--- config.mk ---
export PLATFORM = sky130hd
export DESIGN_NAME = three_level_priority_queue_core
export DESIGN_NICKNAME = d
export VERILOG_FILES = /design/src/rtl/tlpq_pkg.sv /design/src/rtl/tlpq_ctrl.sv /design/src/rtl/tlpq_datapath.sv /design/src/rtl/three_level_priority_queue_core.sv
export SDC_FILE = /design/constraint.sdc
export NUM_CORES = 1
export LEC_CHECK = 0
export ABC_AREA = 1
export BUFFER_PORTS_ARGS = -buffer_cell sky130_fd_sc_hd__clkbuf_2
export CORE_MARGIN = 10
export CORE_UTILIZATION = 35
export CTS_CLUSTER_SIZE = 10
export DETAILED_ROUTE_END_ITERATION = 8
export PLACE_DENSITY_LB_ADDON = 0.08
export SYNTH_ARGS = -nofsm -noshare
export SYNTH_HDL_FRONTEND = slang
export SYNTH_HIERARCHICAL = 1
export SYNTH_SLANG_ARGS = --single-unit
--- constraint.sdc ---
create_clock -name aclk -period 7.4 [get_ports aclk]
set_input_delay 1.85 -clock aclk [delete_from_list [all_inputs] [get_ports aclk]]
set_output_delay 1.85 -clock aclk [all_outputs]
set_load 0.02 [all_outputs]
--- src/rtl/tlpq_pkg.sv ---
// Shared types and constants for the three-level priority queue.
`default_nettype none

package tlpq_pkg;

    // Number of priority levels (level 1 highest).
    localparam int LEVELS        = 3;
    localparam int DEPTH_DEFAULT = 16;

    // Field widths
    localparam int VALUE_W  = 8;
    localparam int LEVEL_W  = 2;
    localparam int STATUS_W = 2;

    // Packed bus widths, rounded up to whole bytes
    localparam int S_TDATA_W = 16;
    localparam int M_TDATA_W = 16;

    // Request kinds carried in s_tuser
    localparam logic CMD_ENQUEUE = 1'b0;
    localparam logic CMD_DEQUEUE = 1'b1;

    // Result status codes
    localparam logic [STATUS_W-1:0] STATUS_OK    = 2'd0;
    localparam logic [STATUS_W-1:0] STATUS_EMPTY = 2'd1;
    localparam logic [STATUS_W-1:0] STATUS_FULL  = 2'd2;

    // Controller to datapath commands
    typedef struct packed {
        logic exec;     // execute the request on the input bus
    } dp_cmd_t;

endpackage : tlpq_pkg

`default_nettype wire

--- src/rtl/tlpq_ctrl.sv ---
// Request sequencer: accepts one request, then holds its response until taken.
`default_nettype none

module tlpq_ctrl (
    input  wire logic                aclk,
    input  wire logic                aresetn,
    input  wire logic                s_tvalid,
    output logic                     s_tready,
    output logic                     m_tvalid,
    input  wire logic                m_tready,
    output tlpq_pkg::dp_cmd_t        cmd
);
    import tlpq_pkg::*;

    typedef enum logic [1:0] {
        ST_IDLE = 2'b01,
        ST_RESP = 2'b10
    } state_t;

    state_t state_reg, state_next;

    // Next state and handshake outputs
    always_comb begin
        state_next = state_reg;
        s_tready   = 1'b0;
        m_tvalid   = 1'b0;
        cmd.exec   = 1'b0;
        case (state_reg)
            ST_IDLE: begin
                s_tready = 1'b1;
                if (s_tvalid) begin
                    cmd.exec   = 1'b1;
                    state_next = ST_RESP;
                end
            end
            ST_RESP: begin
                m_tvalid = 1'b1;
                if (m_tready) begin
                    state_next = ST_IDLE;
                end
            end
            default: begin
                state_next = ST_IDLE;
            end
        endcase
    end

    always_ff @(posedge aclk) begin
        if (!aresetn) begin
            state_reg <= ST_IDLE;
        end else begin
            state_reg <= state_next;
        end
    end

endmodule : tlpq_ctrl

`default_nettype wire

--- src/rtl/tlpq_datapath.sv ---
// Level pointers, fill counts, shared byte store and response registers.
`default_nettype none

module tlpq_datapath #(
    parameter int DEPTH = tlpq_pkg::DEPTH_DEFAULT
) (
    input  wire logic                            aclk,
    input  wire logic                            aresetn,
    input  tlpq_pkg::dp_cmd_t                    cmd,
    input  wire logic                            req_command,
    input  wire logic [tlpq_pkg::VALUE_W-1:0]    req_value,
    input  wire logic [tlpq_pkg::LEVEL_W-1:0]    req_level,
    output logic [tlpq_pkg::VALUE_W-1:0]         rsp_value,
    output logic [tlpq_pkg::LEVEL_W-1:0]         rsp_level,
    output logic [tlpq_pkg::STATUS_W-1:0]        rsp_status
);
    import tlpq_pkg::*;

    localparam int IW    = (DEPTH > 1) ? $clog2(DEPTH) : 1;
    localparam int CW    = $clog2(DEPTH + 1);
    localparam int SLOTS = LEVELS * DEPTH;
    localparam int AW    = $clog2(SLOTS);

    logic [IW-1:0] head_reg  [LEVELS];
    logic [IW-1:0] head_next [LEVELS];
    logic [IW-1:0] tail_reg  [LEVELS];
    logic [IW-1:0] tail_next [LEVELS];
    logic [CW-1:0] count_reg [LEVELS];
    logic [CW-1:0] count_next[LEVELS];

    logic [LEVELS-1:0] full;
    logic [LEVELS-1:0] nonempty;

    logic [1:0]          op_q;
    logic                op_wr;
    logic                op_rd;
    logic [LEVEL_W-1:0]  op_level;
    logic [STATUS_W-1:0] op_status;
    logic [IW-1:0]       op_idx;
    logic [AW-1:0]       op_base;
    logic [AW-1:0]       op_addr;

    logic [VALUE_W-1:0]  mem [SLOTS];
    logic [VALUE_W-1:0]  rd_data_reg;
    logic                sel_reg;
    logic [LEVEL_W-1:0]  level_reg;
    logic [STATUS_W-1:0] status_reg;

    // Per-level occupancy flags
    always_comb begin
        for (int i = 0; i < LEVELS; i++) begin
            full[i]     = (count_reg[i] == CW'(DEPTH));
            nonempty[i] = (count_reg[i] != '0);
        end
    end

    // Decode the request: pick the level and the operation
    always_comb begin
        op_q      = 2'd0;
        op_wr     = 1'b0;
        op_rd     = 1'b0;
        op_level  = '0;
        op_status = STATUS_OK;
        if (req_command == CMD_ENQUEUE) begin
            if (req_level != '0) begin
                op_q = req_level - 2'd1;
                if (full[op_q]) begin
                    op_status = STATUS_FULL;
                end else begin
                    op_wr    = 1'b1;
                    op_level = req_level;
                end
            end
        end else begin
            // Strict priority: lowest level number wins
            if (nonempty[0]) begin
                op_q  = 2'd0;
                op_rd = 1'b1;
            end else if (nonempty[1]) begin
                op_q  = 2'd1;
                op_rd = 1'b1;
            end else if (nonempty[2]) begin
                op_q  = 2'd2;
                op_rd = 1'b1;
            end else begin
                op_status = STATUS_EMPTY;
            end
            if (op_rd) begin
                op_level = op_q + 2'd1;
            end
        end
    end

    // Store address: level slice base plus slot within the level
    always_comb begin
        case (op_q)
            2'd0:    op_base = '0;
            2'd1:    op_base = AW'(DEPTH);
            2'd2:    op_base = AW'(2 * DEPTH);
            default: op_base = '0;
        endcase
        op_idx  = op_rd ? head_reg[op_q] : tail_reg[op_q];
        op_addr = op_base + AW'(op_idx);
    end

    // Pointer and count updates
    always_comb begin
        for (int i = 0; i < LEVELS; i++) begin
            head_next[i]  = head_reg[i];
            tail_next[i]  = tail_reg[i];
            count_next[i] = count_reg[i];
            if (cmd.exec && (op_q == 2'(i))) begin
                if (op_wr) begin
                    tail_next[i]  = (tail_reg[i] == IW'(DEPTH - 1)) ? '0 : tail_reg[i] + 1'b1;
                    count_next[i] = count_reg[i] + 1'b1;
                end
                if (op_rd) begin
                    head_next[i]  = (head_reg[i] == IW'(DEPTH - 1)) ? '0 : head_reg[i] + 1'b1;
                    count_next[i] = count_reg[i] - 1'b1;
                end
            end
        end
    end

    always_ff @(posedge aclk) begin
        if (!aresetn) begin
            for (int i = 0; i < LEVELS; i++) begin
                head_reg[i]  <= '0;
                tail_reg[i]  <= '0;
                count_reg[i] <= '0;
            end
        end else begin
            for (int i = 0; i < LEVELS; i++) begin
                head_reg[i]  <= head_next[i];
                tail_reg[i]  <= tail_next[i];
                count_reg[i] <= count_next[i];
            end
        end
    end

    // Byte store, one port, registered read
    always_ff @(posedge aclk) begin
        if (cmd.exec && op_wr) begin
            mem[op_addr] <= req_value;
        end
        if (cmd.exec && op_rd) begin
            rd_data_reg <= mem[op_addr];
        end
    end

    // Response fields held until the next request
    always_ff @(posedge aclk) begin
        if (cmd.exec) begin
            sel_reg    <= op_rd;
            level_reg  <= op_level;
            status_reg <= op_status;
        end
    end

    assign rsp_value  = sel_reg ? rd_data_reg : '0;
    assign rsp_level  = level_reg;
    assign rsp_status = status_reg;

endmodule : tlpq_datapath

`default_nettype wire

--- src/rtl/three_level_priority_queue_core.sv ---
// Top level of the three-level strict-priority byte queue.
// Response: the state and response registers load on the edge that accepts a request,
// so m_tvalid and m_tdata are driven from registers and can be taken after that edge.
// Requests are not overlapped: s_tready is low while a response waits, so a new request
// is taken only after the previous response has been accepted (ST_IDLE, then ST_RESP).
// Reset: aresetn (synchronous, active low) empties all levels; the byte store is not cleared.
`default_nettype none

module three_level_priority_queue_core #(
    parameter int DEPTH = tlpq_pkg::DEPTH_DEFAULT
) (
    input  wire logic                              aclk,
    input  wire logic                              aresetn,
    input  wire logic                              s_tvalid,
    output logic                                   s_tready,
    input  wire logic [tlpq_pkg::S_TDATA_W-1:0]    s_tdata,   // [7:0] item_value,
                                                              // [9:8] priority_level
    input  wire logic                              s_tuser,   // [0] command
    output logic                                   m_tvalid,
    input  wire logic                              m_tready,
    output logic [tlpq_pkg::M_TDATA_W-1:0]         m_tdata    // [7:0] dequeued_value,
                                                              // [9:8] served_level,
                                                              // [11:10] result_status
);
    import tlpq_pkg::*;

    dp_cmd_t             cmd;
    logic [VALUE_W-1:0]  rsp_value;
    logic [LEVEL_W-1:0]  rsp_level;
    logic [STATUS_W-1:0] rsp_status;

    tlpq_ctrl u_ctrl (
        .aclk     (aclk),
        .aresetn  (aresetn),
        .s_tvalid (s_tvalid),
        .s_tready (s_tready),
        .m_tvalid (m_tvalid),
        .m_tready (m_tready),
        .cmd      (cmd)
    );

    tlpq_datapath #(
        .DEPTH (DEPTH)
    ) u_datapath (
        .aclk        (aclk),
        .aresetn     (aresetn),
        .cmd         (cmd),
        .req_command (s_tuser),
        .req_value   (s_tdata[7:0]),
        .req_level   (s_tdata[9:8]),
        .rsp_value   (rsp_value),
        .rsp_level   (rsp_level),
        .rsp_status  (rsp_status)
    );

    // Pack the response; upper bits are zero fill
    assign m_tdata = {4'd0, rsp_status, rsp_level, rsp_value};

endmodule : three_level_priority_queue_core

`default_nettype wire
==> insert_results.sql, run 1 <==
INSERT INTO impl_metrics (metric_group, metric, value, unit) VALUES
('run', 'cap_violations', '0', ''),
('setup_path', 'worst_ep_arrival_time', '5.64', 'ns'),
('sta', 'slew_headroom', '0.2645', ''),
('place', 'buffer_ports.inserted', '28', ''),
('routing', 'dr_total_vias', '13380', ''),
('run_status', 'status', 'complete, no violations', ''),
('synthesis', 'synth.yosys.seq_area_share', '0.6553', ''),
('place', 'routabilityCongestion', '0.7677', ''),
('floorplan', 'floorplan.rows', '86', ''),
('floorplan', 'initial_utilization', '0.3530', ''),
('place', 'hpwl', '30.61', 'mm'),
('synthesis', 'netlist.top_cell.by_area', 'edfxtp_1', ''),
('global_route', 'grt_pass1_wl', '80.51', 'mm'),
('layout', 'flow.area_growth_from_synthesis', '11.58', '%'),
('sta', 'skew', '0.01269', 'ns'),
('clock_network', 'numClockSinks', '438', ''),
('synthesis', 'post_synth_num_cell_types', '38', ''),
('routing', 'detailedRoute.firstPassIterationCount', '5', ''),
('layout', 'fillerInstances', '5456', ''),
('synthesis', 'netlist_instances', '1921', ''),
('global_route', 'grt_start_max_net_pins', '132', ''),
('setup_path', 'path_class', 'primary input to flip-flop', ''),
('synthesis', 'synth.cell_area', '19450', 'sq um'),
('place', 'dp_slack', '1.298', 'ns'),
('floorplan', 'num_io_pins', '39', ''),
('sta', 'unrepaired_setup_endpoints_after_global_routing', 'no', ''),
('layout', 'drive_gt1_frac', '0.08452', ''),
('routing', 'detail_route.wl_per_cell', '19.49', 'um'),
('clock_network', 'number_of_buffers_inserted_during_clock_tree_synthesis', '52', ''),
('sta', 'worst_pin_slew', '1.103', 'ns'),
('power', 'irDropWorstVdd', '0.1731', 'mV'),
('sta', 'fmax', '0.1844', 'GHz'),
('sta', 'postLayoutSetupSlackWorst', '1.978', 'ns'),
('power', 'power_density', '308.2', 'nW/um^2'),
('floorplan', 'floorplan.die.width', '255.7', 'um'),
('global_route', 'grt.overflow.total', '0', ''),
('clock_network', 'post_cts_resize_count', '0', ''),
('routing', 'postRouteAntennaNets', '0', ''),
('sta', 'setup_viol', '0', ''),
('sta', 'maxSlewViolCount', '0', ''),
('sta', 'final.setup.tns', '0', 'ns'),
('synthesis', 'avgSynthCellArea', '10.12', 'sq um'),
('hold_path', 'worst_hold_path_type', 'flip-flop to flip-flop', ''),
('floorplan', 'design.die.area', '65390', 'sq um'),
('sta', 'final-hold-violation-count', '0', ''),
('clock_network', 'number_of_buffers_on_the_longest_clock_path', '3', ''),
('clock_network', 'clkSlewWorstSetupHoldPaths', '0.06', 'ns'),
('clock_network', 'cts_hold_buffers', '0', ''),
('setup_path', 'worstPathMaxFanout', '55', ''),
('setup_path', 'worst_ep_required_time', '7.62', 'ns'),
('routing', 'route.final.wire_length', '52.86', 'mm'),
('floorplan', 'core_area', '55090', 'sq um'),
('global_route', 'antenna_found_initial', '0', ''),
('clock_network', 'h-tree-depth', '2', ''),
('floorplan', 'die_h', '255.7', 'um'),
('global_route', 'grt_usage', '0.1584', ''),
('setup_path', 'timing.critical_path.to_type', 'flip-flop', ''),
('synthesis', 'yosys_register_bits', '438', ''),
('synthesis', 'yosys-top-cells-area', 'edfxtp_1 61%, nand2_1 14%, nand3_1 6.5%, dfxtp_1 4.2%, inv_1 2.0%', ''),
('power', 'leakage', '8.487', 'nW'),
('synthesis', 'synth.yosys.warnings', '6', ''),
('clock_network', 'postCtsSetupRepairBufs', '0', ''),
('layout', 'design.final.nets', '1977', ''),
('setup_path', 'nature_of_the_critical_path_startpoint', 'primary input', ''),
('layout', 'largest_register_ffs', '384', ''),
('global_route', 'grt_pass1_vias', '12990', ''),
('routing', 'post_drt_via_cell_ratio', '4.932', ''),
('synthesis', 'synth_largest_type_area_fraction', '0.6130', ''),
('sta', 'tmin_final', '5.422', 'ns'),
('clock_network', 'insertion_delay', '0.59', 'ns'),
('sta', 'finalCritPeriodShare', '0.7327', ''),
('clock_network', 'clk_root_buffer_cell', 'clkbuf_16', ''),
('layout', 'antenna_cells', '0', ''),
('clock_network', 'cts_tree', 'built', ''),
('routing', 'drt-initial-drc-count', '908', ''),
('routing', 'route.detailed.drc', '0', '');
==> area by class of cell <==
class	instances	area (sq um)	share of cell area
clock inverters	5	33.78	0.001557
multi-input cells	1274	5728	0.2640
inverters	117	441.7	0.02036
clock buffers	72	1439	0.06631
repair buffers	58	377.9	0.01741
flip-flops and latches	438	12740	0.5872
well taps	748	935.9	0.04313
==> critical path, stage by stage <==
cell and delay, ns:
clkbuf_2 0.13, inv_1 0.10, ha_1 0.20, nand2_1 0.24, nand2_2 0.23, nand2_1 0.11
nand3_1 0.15, nand2_4 0.15, nand2_8 0.24, inv_2 0.79, nand2_1 0.57, nor2_1 0.81
==> kinds of logic after synthesis <==
group / after synthesis / synth area share
flip-flops: 438 / 0.6553
adder cells (fa/ha/maj): 15 / 0.009651
buffers and inverters: 212 / 0.05173
XOR/XNOR: 9 / 0.004053
AO/OA/AOI/OAI: 96 / 0.02677
other: 1 / 0.0001928
AND/OR/NAND/NOR: 1150 / 0.2523
==> per-layer routing <==
layer / vias to the layer above / track usage / wire length, um
met2: 269 / 0.2511 / 24380
met5: - / 0 / 0
li1: 6509 / - / -
met4: 0 / 0.04976 / 1264
met3: 80 / 0.02809 / 2746
met1: 6518 / 0.2170 / 24470
==> final timing paths <==
check / start / to / slack, ns / depth (start not counted)
min: u_datapath/tail_reg[0][3] / u_datapath/tail_reg[0][3] / 0.46 / 1
max reg2reg: u_datapath/count_reg[0][5] / u_datapath/mem[6][0] / 3.04 / 11
max: s_tdata[8] / u_datapath/mem[6][0] / 1.98 / 12
min reg2reg: u_datapath/tail_reg[0][3] / u_datapath/tail_reg[0][3] / 0.46 / 1
==> synth_stat cells, drive strengths merged <==
master,count
nand2,721
ha,15
buf,77
o22ai,4
edfxtp,397
clkinv,2
a21oi,43
a211oi,3
clkbuf,18
xnor2,4
a31oi,2
dfxtp,41
inv,115
conb,1
o211ai,2
or2,11
nor4,1
nand3,257
nor3,1
xor2,5
nand3b,5
o21a,2
nand4,38
o21ai,40
nor2,116
==> power breakdown <==
| part | internal (mW) | switching (mW) | leakage, nW | total, mW |
|---|---|---|---|---|
| registers | 2.74 | 0.0172 | 3.91 | 2.76 |
| logic | 0.413 | 1.22 | 3.87 | 1.63 |
| clock network | 1.33 | 0.964 | 0.715 | 2.30 |
| total | 4.49 | 2.20 | 8.49 | 6.69 |
==> through the flow <==
step	cells	area, sq um	util	hold WS, ns	total power, mW
detailed placement	2635	20230	0.3671	0.4576	4.463
global route	2712	21700	0.3939	0.4920	7.068
floorplan	1924	19460	-	0.4404	3.962
global placement	2635	20230	0.3671	0.4496	4.467
finish	2712	21700	0.3939	0.4635	6.688
CTS	2712	21700	0.3939	0.4708	6.790
==> layout by cell type (no fill, tap or decap), drive strengths merged <==
master and count:
inv 118, o21a 2, o211ai 2, or2 11, xor2 5, nand3 257
buf 30, a21oi 43, a31oi 2, nor4 1, ha 15, nand4 38
a211oi 3, edfxtp 397, o21ai 40, clkinv 4, clkbuf 100, conb 4
dfxtp 41, xnor2 4, nor3 1, o22ai 4, nand2 721, nor2 116
nand3b 5
No activity file was read; power rests on OpenSTA's default activity.
==> run 2: changes to the inputs <==
- ABC_AREA: 1 -> 0
- clock period: 7.4 -> 4.4 ns (I/O delays scaled with it)
==> insert_results.sql, run 2 <==
INSERT INTO impl_metrics (metric_group, metric, value, unit) VALUES
('floorplan', 'num_io_pins', '39', ''),
('run_status', 'status', 'complete, no violations', ''),
('synthesis', 'area_fraction_in_and_or_nand_and_nor_cells_after_synthesis', '0.08325', ''),
('clock_network', 'cts_hold_buffers', '0', ''),
('synthesis', 'synth_enable_flop_cells', '397', ''),
('layout', 'design.final.nets', '1486', ''),
('layout', 'layout_common_cells', '397 x edfxtp_1, 183 x buf_4, 95 x nand2_1, 67 x nor2_1, 55 x a221oi_1', ''),
('synthesis', 'synth.cell_area', '18140', 'sq um'),
('routing', 'postRouteAntennaNets', '0', ''),
('setup_path', 'path_class', 'flip-flop to flip-flop', ''),
('layout', 'post-route-util', '0.4271', ''),
('synthesis', 'compound_cell_area_share_of_the_yosys_netlist', '0.1188', ''),
('synthesis', 'post_synth_num_cell_types', '77', ''),
('sta', 'maxSlewViolCount', '0', ''),
('floorplan', 'core_area', '51300', 'sq um'),
('place', 'hpwl', '38.62', 'mm'),
('sta', 'setup_viol', '0', ''),
('place', 'routabilityCongestion', '0.8782', ''),
('synthesis', 'yosys.cell_count.top_type', 'edfxtp_1', ''),
('routing', 'detailedRoute.firstPassIterationCount', '5', ''),
('layout', 'most_common_cell_after_layout_fill_and_taps_aside', 'edfxtp_1', ''),
('power', 'clock_power_share', '0.425', ''),
('sta', 'final-hold-violation-count', '0', ''),
('run', 'cap_violations', '0', ''),
('synthesis', 'synth_adder_area_share', '0.01035', ''),
('routing', 'drt-initial-drc-count', '972', ''),
('synthesis', 'netlist_instances', '1242', ''),
('synthesis', 'synth_largest_type_area_fraction', '0.6572', ''),
('global_route', 'grt_start_max_net_pins', '49', ''),
('global_route', 'grt_usage', '0.1873', ''),
('synthesis', 'main_combinational_cell_family_by_area_after_synthesis', 'compound AO/OA/AOI/OAI gates', ''),
('routing', 'route.final.wire_length', '57.22', 'mm'),
('clock_network', 'numClockSinks', '438', ''),
('power', 'power.share.sequential', '0.510', ''),
('routing', 'detail_route.wl_per_cell', '26.53', 'um'),
('power', 'power_density', '409.9', 'nW/um^2'),
('power', 'power_switching', '2.019', 'mW'),
('global_route', 'grt.overflow.total', '0', ''),
('clock_network', 'h-tree-depth', '2', ''),
('power', 'power_report.internal_total', '6.963', 'mW'),
('synthesis', 'netlist.top_cell.by_area', 'edfxtp_1', ''),
('synthesis', 'synth.yosys.warnings', '6', ''),
('synthesis', 'synth.cells.most_frequent', '397 x edfxtp_1, 96 x nand2_1, 68 x nor2_1, 55 x a221oi_1, 47 x a22oi_1', ''),
('clock_network', 'number_of_buffers_on_the_longest_clock_path', '3', ''),
('synthesis', 'async_set_reset_flop_share_out_of_synthesis', '0', ''),
('routing', 'route.detailed.drc', '0', ''),
('synthesis', 'synth.area.mux_share', '0.05484', ''),
('synthesis', 'avgSynthCellArea', '14.61', 'sq um'),
('floorplan', 'floorplan.rows', '83', ''),
('sta', 'slew_headroom', '0.2509', ''),
('power', 'combPwrFrac', '0.066', ''),
('layout', 'flow.area_growth_from_synthesis', '20.79', '%'),
('place', 'buffer_ports.inserted', '28', ''),
('setup_path', 'worst_ep_required_time', '4.70', 'ns'),
('clock_network', 'clk_root_buffer_cell', 'clkbuf_16', ''),
('floorplan', 'initial_utilization', '0.3536', ''),
('power', 'totalPowerFinal', '8.982', 'mW'),
('sta', 'final.setup.tns', '0', 'ns'),
('sta', 'finalCritPeriodShare', '0.9400', ''),
('clock_network', 'clkSlewWorstSetupHoldPaths', '0.06', 'ns'),
('global_route', 'grt_pass1_wl', '83.31', 'mm'),
('clock_network', 'insertion_delay', '0.60', 'ns'),
('power', 'leakage', '7.495', 'nW'),
('setup_path', 'worstPathMaxFanout', '9', ''),
('synthesis', 'ys_dominant_reg_cell', 'edfxtp_1', ''),
('hold_path', 'worst_hold_path_type', 'flip-flop to flip-flop', ''),
('power', 'irDropWorstVdd', '0.2560', 'mV'),
('routing', 'dr_total_vias', '11770', ''),
('synthesis', 'synth.yosys.seq_area_share', '0.7024', ''),
('setup_path', 'worst_ep_arrival_time', '4.44', 'ns'),
('synthesis', 'yosys-top-cells-area', 'edfxtp_1 66%, dfxtp_1 4.5%, a221oi_1 2.7%, mux2_2 2.6%, mux2i_1 2.2%', ''),
('sta', 'fmax', '0.2418', 'GHz'),
('clock_network', 'number_of_buffers_inserted_during_clock_tree_synthesis', '51', ''),
('sta', 'unrepaired_setup_endpoints_after_global_routing', 'no', ''),
('floorplan', 'floorplan.die.width', '247.7', 'um'),
('sta', 'skew', '0.01523', 'ns'),
('setup_path', 'timing.critical_path.to_type', 'flip-flop', ''),
('floorplan', 'die_h', '247.7', 'um'),
('synthesis', 'yosys_register_bits', '438', ''),
('floorplan', 'design.die.area', '61340', 'sq um'),
('global_route', 'grt_pass1_vias', '11710', ''),
('sta', 'worst_pin_slew', '1.124', 'ns'),
('sta', 'tmin_final', '4.136', 'ns'),
('power', 'power.share.switching', '0.2247', ''),
('synthesis', 'synthXorXnorAreaFrac', '0.008208', ''),
('setup_path', 'nature_of_the_critical_path_startpoint', 'flip-flop', ''),
('global_route', 'antenna_found_initial', '1', ''),
('layout', 'drive_gt1_frac', '0.2385', ''),
('clock_network', 'cts_tree', 'built', ''),
('routing', 'post_drt_via_cell_ratio', '5.457', ''),
('layout', 'largest_register_ffs', '384', '');
==> run 2: cell type report <==
| type | count | area [sq um] |
|---|---|---|
| Antenna cell | 1 | 2.502 |
| Clock buffer | 72 | 1408 |
| Clock inverter | 7 | 46.29 |
| Fill cell | 4737 | 29390 |
| Inverter | 9 | 33.78 |
| Multi-Input combinational cell | 726 | 5054 |
| Sequential cell | 438 | 12740 |
| Tap cell | 680 | 850.8 |
| Timing Repair Buffer | 224 | 1774 |
==> run 2: through the flow <==
stage,area (sq um),setup slack [ns],cells,hold WS (ns)
6_report,21910,0.2642,2157,0.5271
3_3_place_gp,20420,-0.4821,2075,0.4997
5_1_grt,21910,0.04525,2156,0.5715
2_1_floorplan,18150,0.4485,1245,0.4738
4_1_cts,21880,0.04128,2154,0.5212
3_5_place_dp,20420,-0.4281,2075,0.5114
==> run 2: what timing repair did <==
item	CTS	global route
endpoints found under the setup margin	2	2
setup buffers	0	2
resized for setup	2	2
pin swaps	0	1
==> run 2: cells by family after synthesis <==
group,Yosys count
buffers and inverters,81
and+or+nand+nor,307
AOI/OAI and AO/OA,291
other,1
adders and majority gates,15
xor gates and xnor gates,17
muxes,92
DFF,438
==> run 2: path summary, 6_finish.rpt <==
| kind | startpoint | endpoint | slack [ns] | depth (start not counted) |
|---|---|---|---|---|
| worst min-delay path | u_datapath/tail_reg[1][3] | u_datapath/tail_reg[1][3] | 0.53 | 2 |
| worst max-delay path | u_datapath/count_reg[0][0] | u_datapath/mem[38][6] | 0.26 | 11 |
| worst min register to register | u_datapath/tail_reg[1][3] | u_datapath/tail_reg[1][3] | 0.53 | 2 |
| worst max register to register | u_datapath/count_reg[0][0] | u_datapath/mem[38][6] | 0.26 | 11 |
==> run 2: worst max-delay path: stages (launching register included) <==
cell and delay [ns]:
dfxtp_1 0.35, or4_1 0.76, nor2_1 0.39, a32o_1 0.30, a311oi_4 0.07, buf_4 0.20, buf_4 0.16, a21oi_1 0.56
buf_4 0.24, nand2_1 0.30, nor2_1 0.29, buf_4 0.21
==> run 2: per-layer routing <==
metal | global-route usage | wire (um) | vias up
met5 | 0 | 0 | -
met4 | 0.05451 | 1357 | 0
met3 | 0.02387 | 2584 | 86
met2 | 0.3012 | 26990 | 324
met1 | 0.2616 | 26280 | 6056
li1 | - | - | 5305
==> run 2: power groups by stage <==
stage	Sequential, mW	Combinational (mW)	Clock, mW
detailed placement	4.66	0.592	0
global route	4.58	0.637	4.09
floorplan	4.66	0.284	0
finish	4.58	0.591	3.81
global placement	4.66	0.590	0
CTS	4.58	0.595	3.91
==> run 3: changes to the inputs <==
- clock period: 4.4 -> 3.3 ns (I/O delays scaled with it)
==> insert_results.sql, run 3 (synthesis results as in run 2) <==
INSERT INTO impl_metrics (metric_group, metric, value, unit) VALUES
('run_status', 'status', 'complete, but fails checks', ''),
('run_status', 'failed_checks', 'negative setup slack', ''),
('sta', 'skew', '0.02099', 'ns'),
('layout', 'flow.area_growth_from_synthesis', '43.07', '%'),
('layout', 'layout_common_cells', '397 x edfxtp_1, 238 x buf_4, 87 x buf_12, 81 x nand2_1, 58 x nor2_4', ''),
('setup_path', 'reg2regPathDepth', '12', ''),
('clock_network', 'cts_tree', 'built', ''),
('setup_path', 'worst_ep_required_time', '3.67', 'ns'),
('sta', 'holdWs', '0.4909', 'ns'),
('setup_path', 'worstPathMaxFanout', '7', ''),
('routing', 'drt-initial-drc-count', '1106', ''),
('layout', 'largest_register_ffs', '384', ''),
('clock_network', 'clkSlewWorstSetupHoldPaths', '0.06', 'ns'),
('routing', 'post_drt_via_cell_ratio', '5.430', ''),
('sta', 'slew_headroom', '0.4830', ''),
('clock_network', 'h-tree-depth', '2', ''),
('layout', 'multi_input_area', '6450', 'sq um'),
('hold_path', 'hold_path_depth', '3', ''),
('setup_path', 'rrSetupSlack', '-0.30', 'ns'),
('global_route', 'grt_start_max_net_pins', '49', ''),
('floorplan', 'initial_utilization', '0.3536', ''),
('floorplan', 'core_area', '51300', 'sq um'),
('setup_path', 'worst_ep_arrival_time', '3.96', 'ns'),
('floorplan', 'floorplan.die.width', '247.7', 'um'),
('floorplan', 'die_h', '247.7', 'um'),
('clock_network', 'clk_root_buffer_cell', 'clkbuf_16', ''),
('floorplan', 'design.die.area', '61340', 'sq um'),
('sta', 'unrepaired_setup_endpoints_after_global_routing', 'yes', ''),
('clock_network', 'number_of_buffers_on_the_longest_clock_path', '3', ''),
('power', 'irDropWorstVdd', '0.4594', 'mV'),
('routing', 'detail_route.wl_per_cell', '27.40', 'um'),
('global_route', 'grt_pass1_wl', '89.51', 'mm'),
('clock_network', 'insertion_delay', '0.61', 'ns'),
('global_route', 'antenna_found_initial', '1', ''),
('setup_path', 'nature_of_the_critical_path_startpoint', 'flip-flop', ''),
('routing', 'detailedRoute.firstPassIterationCount', '5', ''),
('setup_path', 'path_class', 'flip-flop to flip-flop', ''),
('routing', 'route.detailed.drc', '0', ''),
('routing', 'route.final.wire_length', '64.03', 'mm'),
('setup_path', 'r2r_start', 'u_datapath/count_reg[0][5]', ''),
('place', 'hpwl', '41.90', 'mm'),
('layout', 'drive_gt1_frac', '0.4400', ''),
('hold_path', 'worst_hold_path_type', 'primary input to flip-flop', ''),
('sta', 'fmax', '0.2779', 'GHz'),
('global_route', 'grt.overflow.total', '0', ''),
('setup_path', 'largest_stage_delay_on_the_critical_path', '0.59', 'ns'),
('sta', 'maxSlewViolCount', '0', ''),
('layout', 'finish.instance_area', '25950', 'sq um'),
('sta', 'final-hold-violation-count', '0', ''),
('global_route', 'grt_usage', '0.2028', ''),
('setup_path', 'timing.critical_path.to_type', 'flip-flop', ''),
('layout', 'antenna_cells', '0', ''),
('routing', 'postRouteAntennaNets', '0', ''),
('layout', 'sequential_cell_area', '12750', 'sq um'),
('sta', 'finalCritPeriodShare', '1.090', ''),
('setup_path', 'timing.critical_path.slowest_stage_cell', 'or4_4', ''),
('sta', 'setup_viol', '292', ''),
('clock_network', 'numClockSinks', '438', ''),
('floorplan', 'num_io_pins', '39', ''),
('layout', 'most_common_cell_after_layout_fill_and_taps_aside', 'edfxtp_1', ''),
('hold_path', 'min-delay-start', 'm_tready', ''),
('run', 'cap_violations', '0', ''),
('power', 'leakage', '9.099', 'nW'),
('clock_network', 'number_of_buffers_inserted_during_clock_tree_synthesis', '51', ''),
('place', 'postPlaceCellArea', '22300', 'sq um'),
('place', 'routabilityCongestion', '0.9456', ''),
('sta', 'postLayoutSetupSlackWorst', '-0.2979', 'ns'),
('sta', 'tmin_final', '3.598', 'ns'),
('hold_path', 'worst_hold_path.endpoint', 'u_ctrl/state_reg[0]', ''),
('setup_path', 'rr_endpoint', 'u_datapath/rd_data_reg[3]', ''),
('sta', 'worst_pin_slew', '0.7754', 'ns'),
('layout', 'fillerInstances', '4393', ''),
('place', 'buffer_ports.inserted', '28', ''),
('global_route', 'grt_pass1_vias', '12700', ''),
('setup_path', 'worstPathCellList', 'or4_4 > a211oi_4 > buf_4 > a211oi_2 > o211a_1 > and2_4 > clkbuf_16 > mux2_4 > a221oi_4 > o21ai_2 > and3_4 > a311o_1', ''),
('layout', 'design.final.nets', '1669', ''),
('routing', 'dr_total_vias', '12690', ''),
('power', 'power_density', '476.7', 'nW/um^2'),
('floorplan', 'floorplan.rows', '83', '');
[run 3: area by class of cell]
class | count | share of cell area
Sequential cell | 438 | 0.4912
Multi-Input combinational cell | 727 | 0.2485
Timing Repair Buffer | 406 | 0.1702
Clock buffer | 72 | 0.05375
Tap cell | 680 | 0.03278
Clock inverter | 5 | 0.002218
Inverter | 9 | 0.001302
[run 3: worst max-delay path: cells and delay by family (launching register included)]
family                 cells  cell delay [ns]
multiplexers               1             0.32
AO/OA/AOI/OAI              6             1.28
buffers and inverters      2             0.39
flip-flops                 1             0.36
AND/OR/NAND/NOR            3             1.01
[run 3: report_power, final]
group	internal [mW]	switching, mW
logic	0.474	0.667
clock network	2.91	2.22
registers	6.08	0.0174
[run 3: per-layer routing]
metal / GRT usage / vias to the layer above / share of wire
met2: 0.3382 / 374 / 0.48
met1: 0.2633 / 6527 / 0.43
met3: 0.03580 / 99 / 0.054
met5: 0 / - / 0.00020
li1: - / 5687 / -
met4: 0.06760 / 2 / 0.029
[run 3: worst max path at each step]
| stage | startpoint | end | slack, ns |
|---|---|---|---|
| 2_1_floorplan | s_tuser | u_datapath/mem[14][0] | -0.10 |
| 3_3_place_gp | s_tdata[8] | u_datapath/rd_data_reg[1] | -0.84 |
| 3_5_place_dp | s_tdata[8] | u_datapath/rd_data_reg[1] | -0.83 |
| 4_1_cts | u_datapath/count_reg[0][6] | u_datapath/rd_data_reg[1] | -0.27 |
| 5_1_grt | u_datapath/count_reg[0][5] | u_datapath/rd_data_reg[2] | -0.37 |
| 6_report | u_datapath/count_reg[0][5] | u_datapath/rd_data_reg[3] | -0.30 |
[run 3: metrics by stage]
step	setup TNS [ns]	worst slack (ns)	util	instances	power, mW
final	-21.95	-0.2979	0.5059	2337	12.37
after global routing	-54.36	-0.3737	0.5059	2337	12.75
after CTS	-5.586	-0.2678	0.4835	2290	12.36
after global placement	-152.86	-0.8353	0.4346	2169	7.121
after detailed placement	-147.16	-0.8277	0.4346	2169	7.124
after floorplan	-9.852	-0.1028	-	1245	6.618
[run 3: repair_timing]
action / CTS / global route
gates resized for setup: 141 / 140
hold buffers: 0 / 0
pin swaps: 38 / 77
setup endpoints to repair: 392 / 392
cloned: 2 / 6
setup buffers: 43 / 45
